### config.mk
export PLATFORM = sky130hd
export DESIGN_NAME = hksm_ctrl
export DESIGN_NICKNAME = d
export VERILOG_FILES = /design/src/rtl/core/hksm_pkg.sv /design/src/rtl/core/hksm_ctrl.sv
export SDC_FILE = /design/constraint.sdc
export NUM_CORES = 1
export LEC_CHECK = 0
export ABC_AREA = 1
export BUFFER_PORTS_ARGS = -buffer_cell sky130_fd_sc_hd__buf_2
export CAP_MARGIN = 25
export CORE_AREA = 4 4 42 44
export CTS_CLUSTER_SIZE = 40
export DETAILED_ROUTE_END_ITERATION = 7
export DIE_AREA = 0 0 46 48
export GPL_ROUTABILITY_DRIVEN = 0
export GPL_TIMING_DRIVEN = 0
export MAX_ROUTING_LAYER = met4
export PLACE_DENSITY = 0.69
export SYNTH_ARGS = -nofsm -noshare
export SYNTH_HDL_FRONTEND = slang
export SYNTH_SLANG_ARGS = --single-unit
### constraint.sdc
create_clock -name clk -period 1.55 [get_ports clk]
set_clock_uncertainty 0.2 [all_clocks]
set_input_delay 0.31 -clock clk [delete_from_list [all_inputs] [get_ports clk]]
set_output_delay 0.31 -clock clk [all_outputs]
set_load 0.02 [all_outputs]
### src/rtl/core/hksm_pkg.sv
// shared types, constants and hash function for the key to slot map
package hksm_pkg;

  localparam int CAPACITY_DEF = 4096;
  localparam int BUCKETS_DEF  = 1024;

  localparam logic [1:0] OP_LOOKUP = 2'd0;
  localparam logic [1:0] OP_INSERT = 2'd1;
  localparam logic [1:0] OP_CSTART = 2'd2;
  localparam logic [1:0] OP_CNEXT  = 2'd3;

  localparam logic [2:0] ST_FOUND    = 3'd0;
  localparam logic [2:0] ST_INSERTED = 3'd1;
  localparam logic [2:0] ST_ABSENT   = 3'd2;
  localparam logic [2:0] ST_FULL     = 3'd3;
  localparam logic [2:0] ST_CSTART   = 3'd4;
  localparam logic [2:0] ST_CITEM    = 3'd5;
  localparam logic [2:0] ST_CEND     = 3'd6;

  localparam logic [31:0] HASH_LO_MASK = 32'h0000ffff;
  localparam logic [31:0] HASH_MID_MASK = 32'h00ff0000;
  localparam logic [31:0] HASH_MULT = 32'd2654435761;

  typedef struct packed {
    logic [1:0]  operation;
    logic [31:0] key;
  } hksm_in_t;

  typedef struct packed {
    logic [2:0]  status;
    logic [11:0] slot;
    logic [31:0] key_out;
    logic [12:0] item_count;
  } hksm_out_t;

  // folds the key before the multiply
  function automatic logic [31:0] hash_fold(input logic [31:0] key);
    hash_fold = (key & HASH_LO_MASK) ^ ((key & HASH_MID_MASK) >> 8) ^ (key >> 24);
  endfunction

  // controller to datapath commands
  typedef struct packed {
    logic cap_req;     // capture request, start hash
    logic hash_mix;    // finish hash after multiply
    logic head_take;   // take head as walk pointer
    logic step;        // advance walk pointer along chain
    logic do_insert;   // write new entry and bucket head
    logic do_cstart;
    logic key_rd_cur;  // read key at cursor
    logic emit;        // load result register
    logic [2:0] st;    // status to report
    logic use_walk;    // slot from walk pointer
    logic use_cur;     // slot and key from cursor
    logic use_new;     // slot from entry count
    logic clr_sweep;   // clearing pass write
  } hksm_cmd_t;

  typedef struct packed {
    logic [1:0] op;
    logic walk_ok;      // walk pointer valid and below count
    logic key_hit;
    logic room;         // count below effective maximum
    logic cur_ok;       // cursor below limit
    logic sweep_done;
  } hksm_sts_t;

endpackage

### src/rtl/core/hksm_ctrl.sv
// controller state machine sequencing hash, chain walk and cursor steps
module hksm_ctrl (
  input  logic                clk,
  input  logic                rst_n,
  input  logic                start,
  output logic                busy,
  output logic                out_valid,
  input  hksm_pkg::hksm_sts_t sts,
  output hksm_pkg::hksm_cmd_t cmd
);
  import hksm_pkg::*;

  localparam logic [3:0] S_CLEAR = 4'd0;
  localparam logic [3:0] S_IDLE  = 4'd1;
  localparam logic [3:0] S_MUL   = 4'd2;
  localparam logic [3:0] S_MIX   = 4'd3;
  localparam logic [3:0] S_HEAD  = 4'd4;
  localparam logic [3:0] S_TAKE  = 4'd5;
  localparam logic [3:0] S_CHECK = 4'd6;
  localparam logic [3:0] S_CMP   = 4'd7;
  localparam logic [3:0] S_CUR   = 4'd8;
  localparam logic [3:0] S_CEMIT = 4'd9;
  localparam logic [3:0] S_OUT   = 4'd10;

  logic [3:0] state_r, state_nxt;
  logic       strobe_r, strobe_nxt;

  always_comb begin
    state_nxt  = state_r;
    strobe_nxt = 1'b0;
    cmd        = '0;
    case (state_r)
      S_CLEAR: begin
        cmd.clr_sweep = 1'b1;
        if (sts.sweep_done) begin
          cmd.clr_sweep = 1'b0;
          state_nxt     = S_IDLE;
        end
      end
      S_IDLE: begin
        if (start) begin
          cmd.cap_req = 1'b1;
          state_nxt   = S_MUL;
        end
      end
      S_MUL: begin
        // cursor requests need no hash
        if (sts.op == OP_CSTART) begin
          cmd.do_cstart = 1'b1;
          cmd.emit      = 1'b1;
          cmd.st        = ST_CSTART;
          strobe_nxt    = 1'b1;
          state_nxt     = S_OUT;
        end else if (sts.op == OP_CNEXT) begin
          state_nxt = S_CUR;
        end else begin
          state_nxt = S_MIX;
        end
      end
      S_MIX: begin
        cmd.hash_mix = 1'b1;
        state_nxt    = S_HEAD;
      end
      S_HEAD: begin
        // bucket head read in flight
        state_nxt = S_TAKE;
      end
      S_TAKE: begin
        cmd.head_take = 1'b1;
        state_nxt     = S_CHECK;
      end
      S_CHECK: begin
        if (sts.walk_ok) begin
          state_nxt = S_CMP;
        end else begin
          cmd.emit = 1'b1;
          strobe_nxt = 1'b1;
          state_nxt  = S_OUT;
          if (sts.op == OP_LOOKUP) begin
            cmd.st = ST_ABSENT;
          end else if (sts.room) begin
            // head ram still shows the old head for the chain link
            cmd.do_insert = 1'b1;
            cmd.use_new   = 1'b1;
            cmd.st        = ST_INSERTED;
          end else begin
            cmd.st = ST_FULL;
          end
        end
      end
      S_CMP: begin
        if (sts.key_hit) begin
          cmd.emit     = 1'b1;
          cmd.use_walk = 1'b1;
          cmd.st       = ST_FOUND;
          strobe_nxt   = 1'b1;
          state_nxt    = S_OUT;
        end else begin
          cmd.step  = 1'b1;
          state_nxt = S_CHECK;
        end
      end
      S_CUR: begin
        if (sts.cur_ok) begin
          cmd.key_rd_cur = 1'b1;
          state_nxt      = S_CEMIT;
        end else begin
          cmd.emit   = 1'b1;
          cmd.st     = ST_CEND;
          strobe_nxt = 1'b1;
          state_nxt  = S_OUT;
        end
      end
      S_CEMIT: begin
        cmd.emit    = 1'b1;
        cmd.use_cur = 1'b1;
        cmd.st      = ST_CITEM;
        strobe_nxt  = 1'b1;
        state_nxt   = S_OUT;
      end
      S_OUT: begin
        state_nxt = S_IDLE;
      end
      default: begin
        state_nxt = S_IDLE;
      end
    endcase
  end

  always_ff @(posedge clk) begin
    if (!rst_n) begin
      state_r  <= S_CLEAR;
      strobe_r <= 1'b0;
    end else begin
      state_r  <= state_nxt;
      strobe_r <= strobe_nxt;
    end
  end

  assign busy      = (state_r != S_IDLE);
  assign out_valid = strobe_r;

  a_strobe_out: assert property (@(posedge clk) disable iff (!rst_n)
    out_valid |-> state_r == S_OUT) else $error("strobe outside result state");
  a_one_emit: assert property (@(posedge clk) disable iff (!rst_n)
    out_valid |=> !out_valid) else $error("result strobe held two cycles");
  a_accept_idle: assert property (@(posedge clk) disable iff (!rst_n)
    cmd.cap_req |-> state_r == S_IDLE) else $error("request taken while busy");
endmodule

# Word level (Yosys, flattened, before mapping)
# Cells that the tools add are included.
dict set report op_classes {
  mux 37
  n_eq_ne 14
  reduce_logical 3
}
# operator count
set ops {}
lappend ops {{4-bit case mux with 10 select lines} 1}
lappend ops {{4-bit 2-to-1 mux} 9}
lappend ops {{1-bit 2-to-1 mux} 21}
lappend ops {{4-bit case mux with 5 select lines} 1}
lappend ops {{4-bit by 3-bit == test with 1-bit output (second input constant)} 4}
lappend ops {{4-bit by 2-bit == test with 1-bit output (second input constant)} 2}
lappend ops {{4-bit == test (second input constant)} 2}
lappend ops {{5-bit 2-to-1 mux} 1}
lappend ops {{1-bit case mux with 5 select lines} 1}
lappend ops {{2-bit == test (second input constant)} 2}
lappend ops {{4-bit by 1-bit == test with 1-bit output (second input constant)} 1}
lappend ops {{4-bit logical NOT} 1}
lappend ops {{2-bit 2-to-1 mux} 2}
lappend ops {{2-bit inequality test (second input constant)} 2}
lappend ops {{4-bit by 1-bit inequality test with 1-bit output (second input constant)} 1}
lappend ops {{3-bit 2-to-1 mux} 1}
lappend ops {{2-bit logical NOT} 1}
lappend ops {{2-bit AND reduction} 1}
dict set report word_totals {
  in_bits 10
  elab_cells 56
  reg_bits 5
  out_inout_bits 17
}

# Longest topological paths before layout
# Gate-level depths: netlist of run 1.
dict set report logic_depth {
  depth_word 4
  depth_mapped 9
  depth_no_buf 9
}

# Worst setup path after synthesis of run 1
# Ideal clock, no wire load.
dict set report synth_timing {
  path_kind {flip-flop to output port}
  from {register state_r[2]}
  to {output cmd[10] in the netlist's numbering}
  n_path_buf 1
  slack_ns -0.371
  t_arrival_ns 1.411
  stages_incl_launch_ff 7
  path_cell_list {dfxtp_1 inv_2 nor2_4 nand3b_2 o21bai_1 nor2_1 buf_4}
}
# element line
set synth_rtl {}
lappend synth_rtl {{from (decl)} hksm_ctrl.sv:25} ;# logic [3:0] state_r, state_nxt;
lappend synth_rtl {{from (signal assigned)} hksm_ctrl.sv:135} ;# state_r <= state_nxt;
lappend synth_rtl {{to (decl)} hksm_ctrl.sv:9} ;# output hksm_pkg::hksm_cmd_t cmd

==> run_results.csv, run 1 <==
group,metric,value,unit
grt,grt_use_total,18.6,%
setup_path,critPathMaxFanout,5,
sta,final-hold-violation-count,0,
power_and_ir_drop,p_int,0.000728,W
drt,drt_pass1_iterations,4,
setup_path,r2r-start,"state_r[2]",
power_and_ir_drop,irDropWorstVdd,0.891,mV
sta,final-setup-viol-count,16,
synthesis,netlist_instances,93,
sta,worst_slack,-0.440,ns
floorplan,num_rows,14,
power_and_ir_drop,p_clk_share,11.0,%
finish,fill_cells,93,
setup_path,crit_buf_inv,3,
power_and_ir_drop,power_density,1270,nW/um^2
setup_path,crit_family,"flip-flops",
sta,drv_slew,0,
power_and_ir_drop,swShare,48.5,%
floorplan,io_pins,27,
setup_path,path_cells,"inv_4 > nor2_4 > nand3b_4 > o21bai_4 > nor2_4 > buf_6 > buf_6",
clocking,clk_pin_slew,0.05,ns
clocking,cts_tree,"done",
synthesis,synthesis.area,528,sq um
place,placed_area,718,sq um
setup_path,worstSetupStartpoint,"state_r[2]",
finish,area_growth_syn_to_layout,111,%
setup_path,cp_data_required_time,1.04,ns
clocking,numCtsBuffers,3,
setup_path,end_kind,"output port",
sta,worst_pin_slew,0.331,ns
setup_path,critical_path_depth,7,
synthesis,synth_area_per_cell,5.68,sq um
sta,hold_ws,0.147,ns
floorplan,core-area,1440,sq um
clocking,htree_levels,1,
sta,post-route-period-util,128,%
run_status,outcome,"complete, but fails checks",
drt,wl_per_cell,15.7,um
drt,num_vias,841,
setup_path,r2r_setup_slack,0.05,ns
sta,rsz0062_at_grt,"true",
drt,ant_nets,0,
finish,final_cell_mix,"buf_4 (18), buf_6 (17), nand2_1 (15)",
synthesis,ys_types,21,
finish,n_antenna_cell,0,
floorplan,start_util,36.8,%
setup_path,slowest_stage,"dfxtp_4",
sta,slew_headroom,77.8,%
clocking,worstSkewPairLatency,0.25,ns
setup_path,crit_end,"cmd[10]",
setup_path,reg2regPathDepth,10,
finish,fin_area,1120,sq um
drt,drc,0,
grt,antenna_found_initial,0,
floorplan,die_height,48,um
place,post-dp-hpwl,1.16,mm
power_and_ir_drop,combPwrFrac,71.6,%
flow_run,maxCapViolCount,0,
synthesis,ys.warnings.count,0,
grt,grt_pass1_wl,2.84,mm
grt,gr-total-overflow,0,
finish,layout.cells.most_common,"buf_4",
synthesis,synth_fp_nets,103,
floorplan,die_w,46,um
drt,drt_iter0_markers,15,
synthesis,ys_ff_latch,5,
power_and_ir_drop,seqPwrFrac,17.4,%
synthesis,synth.yosys.seq_area_share,19.0,%
sta,fmax,0.503,GHz
clocking,cts_root_buf,"clkbuf_4",
drt,wl,2.46,mm
grt,grt_max_degree,7,
clocking,cts_buffer_depth,2,
grt,grt_pass1_vias,721,
setup_path,timing.critical_path.from_type,"flop",
clocking,clock-sinks,5,
setup_path,r2r-end,"state_r[0]",
setup_path,cp.arrival,1.48,ns
drt,via_per_inst,5.36,
worst_hold_path,hold_path.class,"primary input to flop",
finish,nets,152,
finish,drive_above_1_share,66.7,%
floorplan,dieArea,2210,sq um
place,io_buffer_count,26,
run_status,violations,"setup timing",
sta,period_minus_slack,1.99,ns
power_and_ir_drop,p_leak,0.620,nW
setup_path,worstSetupPathType,"flop to output port",
setup_path,cpPeakStageDelay,0.41,ns
power_and_ir_drop,p_switching,0.000686,W
power groups by stage:
stage / Combinational [W] / Clock [W] / Sequential [W]
floorplan: 0.000401 / 0 / 0.000216
global placement: 0.000520 / 0 / 0.000227
detailed placement: 0.000529 / 0 / 0.000228
CTS: 0.000768 / 0.000152 / 0.000240
global route: 0.00109 / 0.000166 / 0.000250
finish: 0.00101 / 0.000155 / 0.000246
per-stage QoR:
stage / total power (W) / TNS, ns / setup slack [ns] / util [%] / cells
2_1_floorplan: 0.000617 / -0.309 / -0.128 / - / 93
3_3_place_gp: 0.000747 / -0.988 / -0.276 / 50.0 / 135
3_5_place_dp: 0.000757 / -1.04 / -0.289 / 50.0 / 135
4_1_cts: 0.00116 / -3.20 / -0.393 / 67.9 / 149
5_1_grt: 0.00151 / -4.62 / -0.488 / 77.7 / 157
6_report: 0.00141 / -4.04 / -0.440 / 77.7 / 157
synth_stat cells:
library cell / instances / area, sq um
clkinv_1: 2 / 7.51
a21oi_1: 3 / 15.0
nand3b_1: 1 / 7.51
nand3b_2: 1 / 11.3
nand3_2: 1 / 10.0
o21ai_2: 2 / 17.5
o32ai_1: 1 / 8.76
nor3_1: 1 / 5.00
nand2_2: 2 / 12.5
inv_1: 15 / 56.3
o211ai_1: 1 / 7.51
o21ai_1: 2 / 10.0
nor2_4: 2 / 22.5
nand2_1: 18 / 67.6
nor2_2: 5 / 31.3
nor2_1: 13 / 48.8
o21bai_1: 1 / 7.51
inv_2: 7 / 26.3
buf_4: 2 / 15.0
nand3_1: 8 / 40.0
dfxtp_1: 5 / 100
worst min-delay path, stage by stage:
cell and delay, ns:
buf_2 0.08, inv_1 0.07, nor2_1 0.09
cell families after synthesis:
group / synth area share, %
buffers and inverters: 19.9
flip-flops: 19.0
AO/OA/AOI/OAI: 12.6
AND/OR/NAND/NOR: 48.6
worst min path at each step:
stage	from	to	slack (ns)	depth (start not counted)
after global routing	rst_n	state_r[0]	0.17	5
after detailed placement	rst_n	state_r[0]	0.40	5
after global placement	rst_n	state_r[0]	0.40	5
final	rst_n	state_r[1]	0.15	3
after CTS	rst_n	state_r[0]	0.15	5
after floorplan	rst_n	out_valid	0.28	2
flip-flops by register name, summed over array words and instances (netlist names):
signal / flops
out_valid: 1
state_r: 4
layer usage:
layer	up-vias	track usage [%]	part of all wire, %
met3	12	3.76	8.7
li1	383	-	-
met2	65	32.7	54
met4	0	9.09	3.8
met1	381	19.6	34
met5	-	-	0
cell type report:
cell class	instances	area, sq um	share of cell area, %
multi-input cells	62	475	42.6
flip-flops and latches	5	115	10.3
inverters	24	97.6	8.74
plain buffers	1	11.3	1.01
repair buffers	45	370	33.2
clock buffers	4	26.3	2.35
well taps	16	20.0	1.79
repair_timing:
action | in CTS | in global routing
gates resized for setup | 49 | 23
endpoints found under the setup margin | 16 | 18
hold buffers | 0 | 0
setup buffers | 10 | 13
endpoints found under the hold margin | 0 | 0
pin swaps | 7 | 17
(Power assumes the default switching activity.)
==> run 2: changes to the inputs <==
--- a/config.mk
+++ b/config.mk
@@ -5,13 +5,12 @@
 export SDC_FILE = /design/constraint.sdc
 export NUM_CORES = 1
 export LEC_CHECK = 0
-export ABC_AREA = 1
 export BUFFER_PORTS_ARGS = -buffer_cell sky130_fd_sc_hd__buf_2
 export CAP_MARGIN = 25
-export CORE_AREA = 4 4 42 44
+export CORE_AREA = 4 4 41 43
 export CTS_CLUSTER_SIZE = 40
 export DETAILED_ROUTE_END_ITERATION = 7
-export DIE_AREA = 0 0 46 48
+export DIE_AREA = 0 0 45 47
 export GPL_ROUTABILITY_DRIVEN = 0
 export GPL_TIMING_DRIVEN = 0
 export MAX_ROUTING_LAYER = met4
==> run_results.csv, run 2 <==
group,metric,value,unit
run_status,outcome,"complete, but fails checks",
run_status,violations,"setup timing",
finish,stdcell_count,125,
place,post-dp-hpwl,1.18,mm
synthesis,yosysTopAreaCellShare,20.4,%
sta,period_minus_slack,2.06,ns
sta,hold_ws,0.110,ns
worst_hold_path,min_to,"state_r[1]",
worst_hold_path,hold_path.class,"primary input to flop",
clocking,clock-sinks,5,
synthesis,synthesis.area,492,sq um
clocking,clk_pin_slew,0.05,ns
sta,drv_slew,0,
synthesis,synth_area_per_cell,7.13,sq um
setup_path,end_kind,"output port",
finish,layout.cells.most_common,"buf_4",
setup_path,r2r-end,"state_r[0]",
place,numPlacedInstances,110,
clocking,htree_levels,1,
finish,area_growth_syn_to_layout,91.6,%
synthesis,ys_ff_latch,5,
synthesis,ys.warnings.count,0,
clocking,cts_buffer_depth,2,
flow_run,maxCapViolCount,0,
drt,drt_pass1_iterations,4,
sta,final-setup-viol-count,19,
sta,fmax,0.484,GHz
grt,grt_use_total,20.4,%
synthesis,netlist_instances,69,
setup_path,r2r-start,"state_r[1]",
floorplan,die_w,45,um
drt,wl_per_cell,15.2,um
setup_path,reg2regPathDepth,5,
finish,n_antenna_cell,0,
worst_hold_path,hold_path_depth,2,
grt,grt_pass1_wl,3.03,mm
synthesis,yosysMostFrequentCell,"nor2_1",
setup_path,timing.critical_path.from_type,"flop",
drt,drt_iter0_markers,15,
drt,drc,0,
synthesis,yosys.area.top_type,"dfxtp_1",
sta,slew_headroom,81.6,%
floorplan,num_rows,13,
power_and_ir_drop,p_leak,0.446,nW
sta,worst_slack,-0.514,ns
finish,final_cell_mix,"buf_4 (17), buf_2 (14), buf_6 (12)",
setup_path,r2r_setup_slack,-0.05,ns
sta,final-hold-violation-count,0,
grt,grt_max_degree,11,
floorplan,die_height,47,um
synthesis,synthTopCellsByArea,"dfxtp_1 (20%), buf_4 (6.1%), nor2_1 (5.3%)",
synthesis,synth_fp_nets,79,
sta,rsz0062_at_grt,"true",
floorplan,dieArea,2120,sq um
place,placed_area,701,sq um
finish,top_register,"state_r",
synthesis,synth-edff-count,0,
finish,largest_register_ffs,4,
finish,nets,121,
floorplan,io_pins,27,
drt,ant_nets,0,
power_and_ir_drop,power_density,530,nW/um^2
clocking,cts_tree,"done",
drt,wl,1.90,mm
clocking,numCtsBuffers,3,
grt,grt_pass1_vias,678,
sta,tns,-5.64,ns
setup_path,critPathMaxFanout,3,
synthesis,ys_async_sr_fraction,0,%
finish,fin_area,942,sq um
setup_path,worstSetupPathType,"flop to output port",
floorplan,start_util,37.8,%
setup_path,cp.arrival,1.55,ns
sta,worst_pin_slew,0.273,ns
place,io_buffer_count,26,
synthesis,yosys-top-cells-count,"nor2_1 (7), nand2_1 (6), dfxtp_1 (5), inv_1 (5)",
worst_hold_path,hp-start,"rst_n",
floorplan,core-area,1300,sq um
sta,post-route-period-util,133,%
grt,gr-total-overflow,0,
synthesis,ys_types,32,
synthesis,synth_ff_type,"dfxtp_1",
setup_path,cp_data_required_time,1.04,ns
grt,antenna_found_initial,0,
clocking,worstSkewPairLatency,0.25,ns
drt,via_per_inst,5.86,
power_and_ir_drop,irDropWorstVdd,0.412,mV
synthesis,synth.yosys.seq_area_share,20.4,%
drt,num_vias,732,
finish,drive_above_1_share,63.6,%
clocking,cts_root_buf,"clkbuf_4",
run 2: changes by cell type after synthesis, sizes merged, moves of 2 or more:
cell / before / now
or2: 0 / 2
nor3: 1 / 3
nor2: 20 / 7
nand2: 20 / 6
nand3: 9 / 1
o21ai: 4 / 0
nand2b: 0 / 3
buf: 2 / 7
a21oi: 3 / 5
clkinv: 2 / 0
nor3b: 0 / 2
inv: 22 / 5
a211o: 0 / 2
nor2b: 0 / 4
run 2: report_power, final:
part           leakage (nW)  switching [W]  internal (W)
registers            0.0427     0.00000468      0.000135
clock network        0.0150      0.0000612     0.0000978
logic                 0.389       0.000105     0.0000954
total                 0.446       0.000171      0.000328
run 2: what timing repair did:
action,in CTS,in global routing
hold buffers,0,0
pin swaps,8,8
gates resized for setup,36,7
cloned,0,0
setup endpoints to repair,16,20
setup buffers,9,3
run 2: worst max-delay path by stage:
stage               start  endpoint  cells past startpoint
6_report       state_r[0]   cmd[10]                      5
5_1_grt        state_r[3]   cmd[10]                      5
4_1_cts        state_r[3]   cmd[10]                      5
3_5_place_dp   state_r[2]   cmd[10]                      6
3_3_place_gp   state_r[2]    cmd[7]                      6
2_1_floorplan  state_r[0]   cmd[10]                      4
run 2: cells by family (layout without fill, tap and decap cells):
kind of cell    count (synthesis)  after routing  synth area share [%]
simple gates                   35             35                  38.9
compound gates                 16             16                  25.7
buf+inv                        12             53                  13.0
flops                           5              5                  20.4
mux                             1              1                  2.04
run 2: final cells by class:
type,count,area [sq um]
Multi-Input combinational cell,52,420
Clock buffer,4,26.3
Buffer,6,63.8
Fill cell,90,359
Sequential cell,5,108
Timing Repair Buffer,38,284
Inverter,5,21.3
Tap cell,15,18.8
run 2: critical path, cell delays in order, from the launching register on:
cell and delay, ns:
dfxtp_4 0.34, or2_4 0.23, or3_4 0.41, nor2b_4 0.13, buf_6 0.10, buf_6 0.10
run 2: stage by stage:
| stage | util, % | power (W) | setup slack (ns) |
|---|---|---|---|
| after global placement | 53.8 | 0.000271 | -0.342 |
| after detailed placement | 53.8 | 0.000271 | -0.386 |
| after global routing | 72.4 | 0.000527 | -0.571 |
| after CTS | 68.8 | 0.000473 | -0.522 |
| after floorplan | - | 0.000230 | -0.258 |
| final | 72.4 | 0.000500 | -0.514 |
run 2: routing by layer:
metal  up-vias  GRT usage [%]  part of all wire (%)
li1        328              -                     -
met1       337           23.5                    36
met2        57           32.2                    49
met3        10           4.60                    11
met4         0           11.7                   3.5
met5         -              -                     0
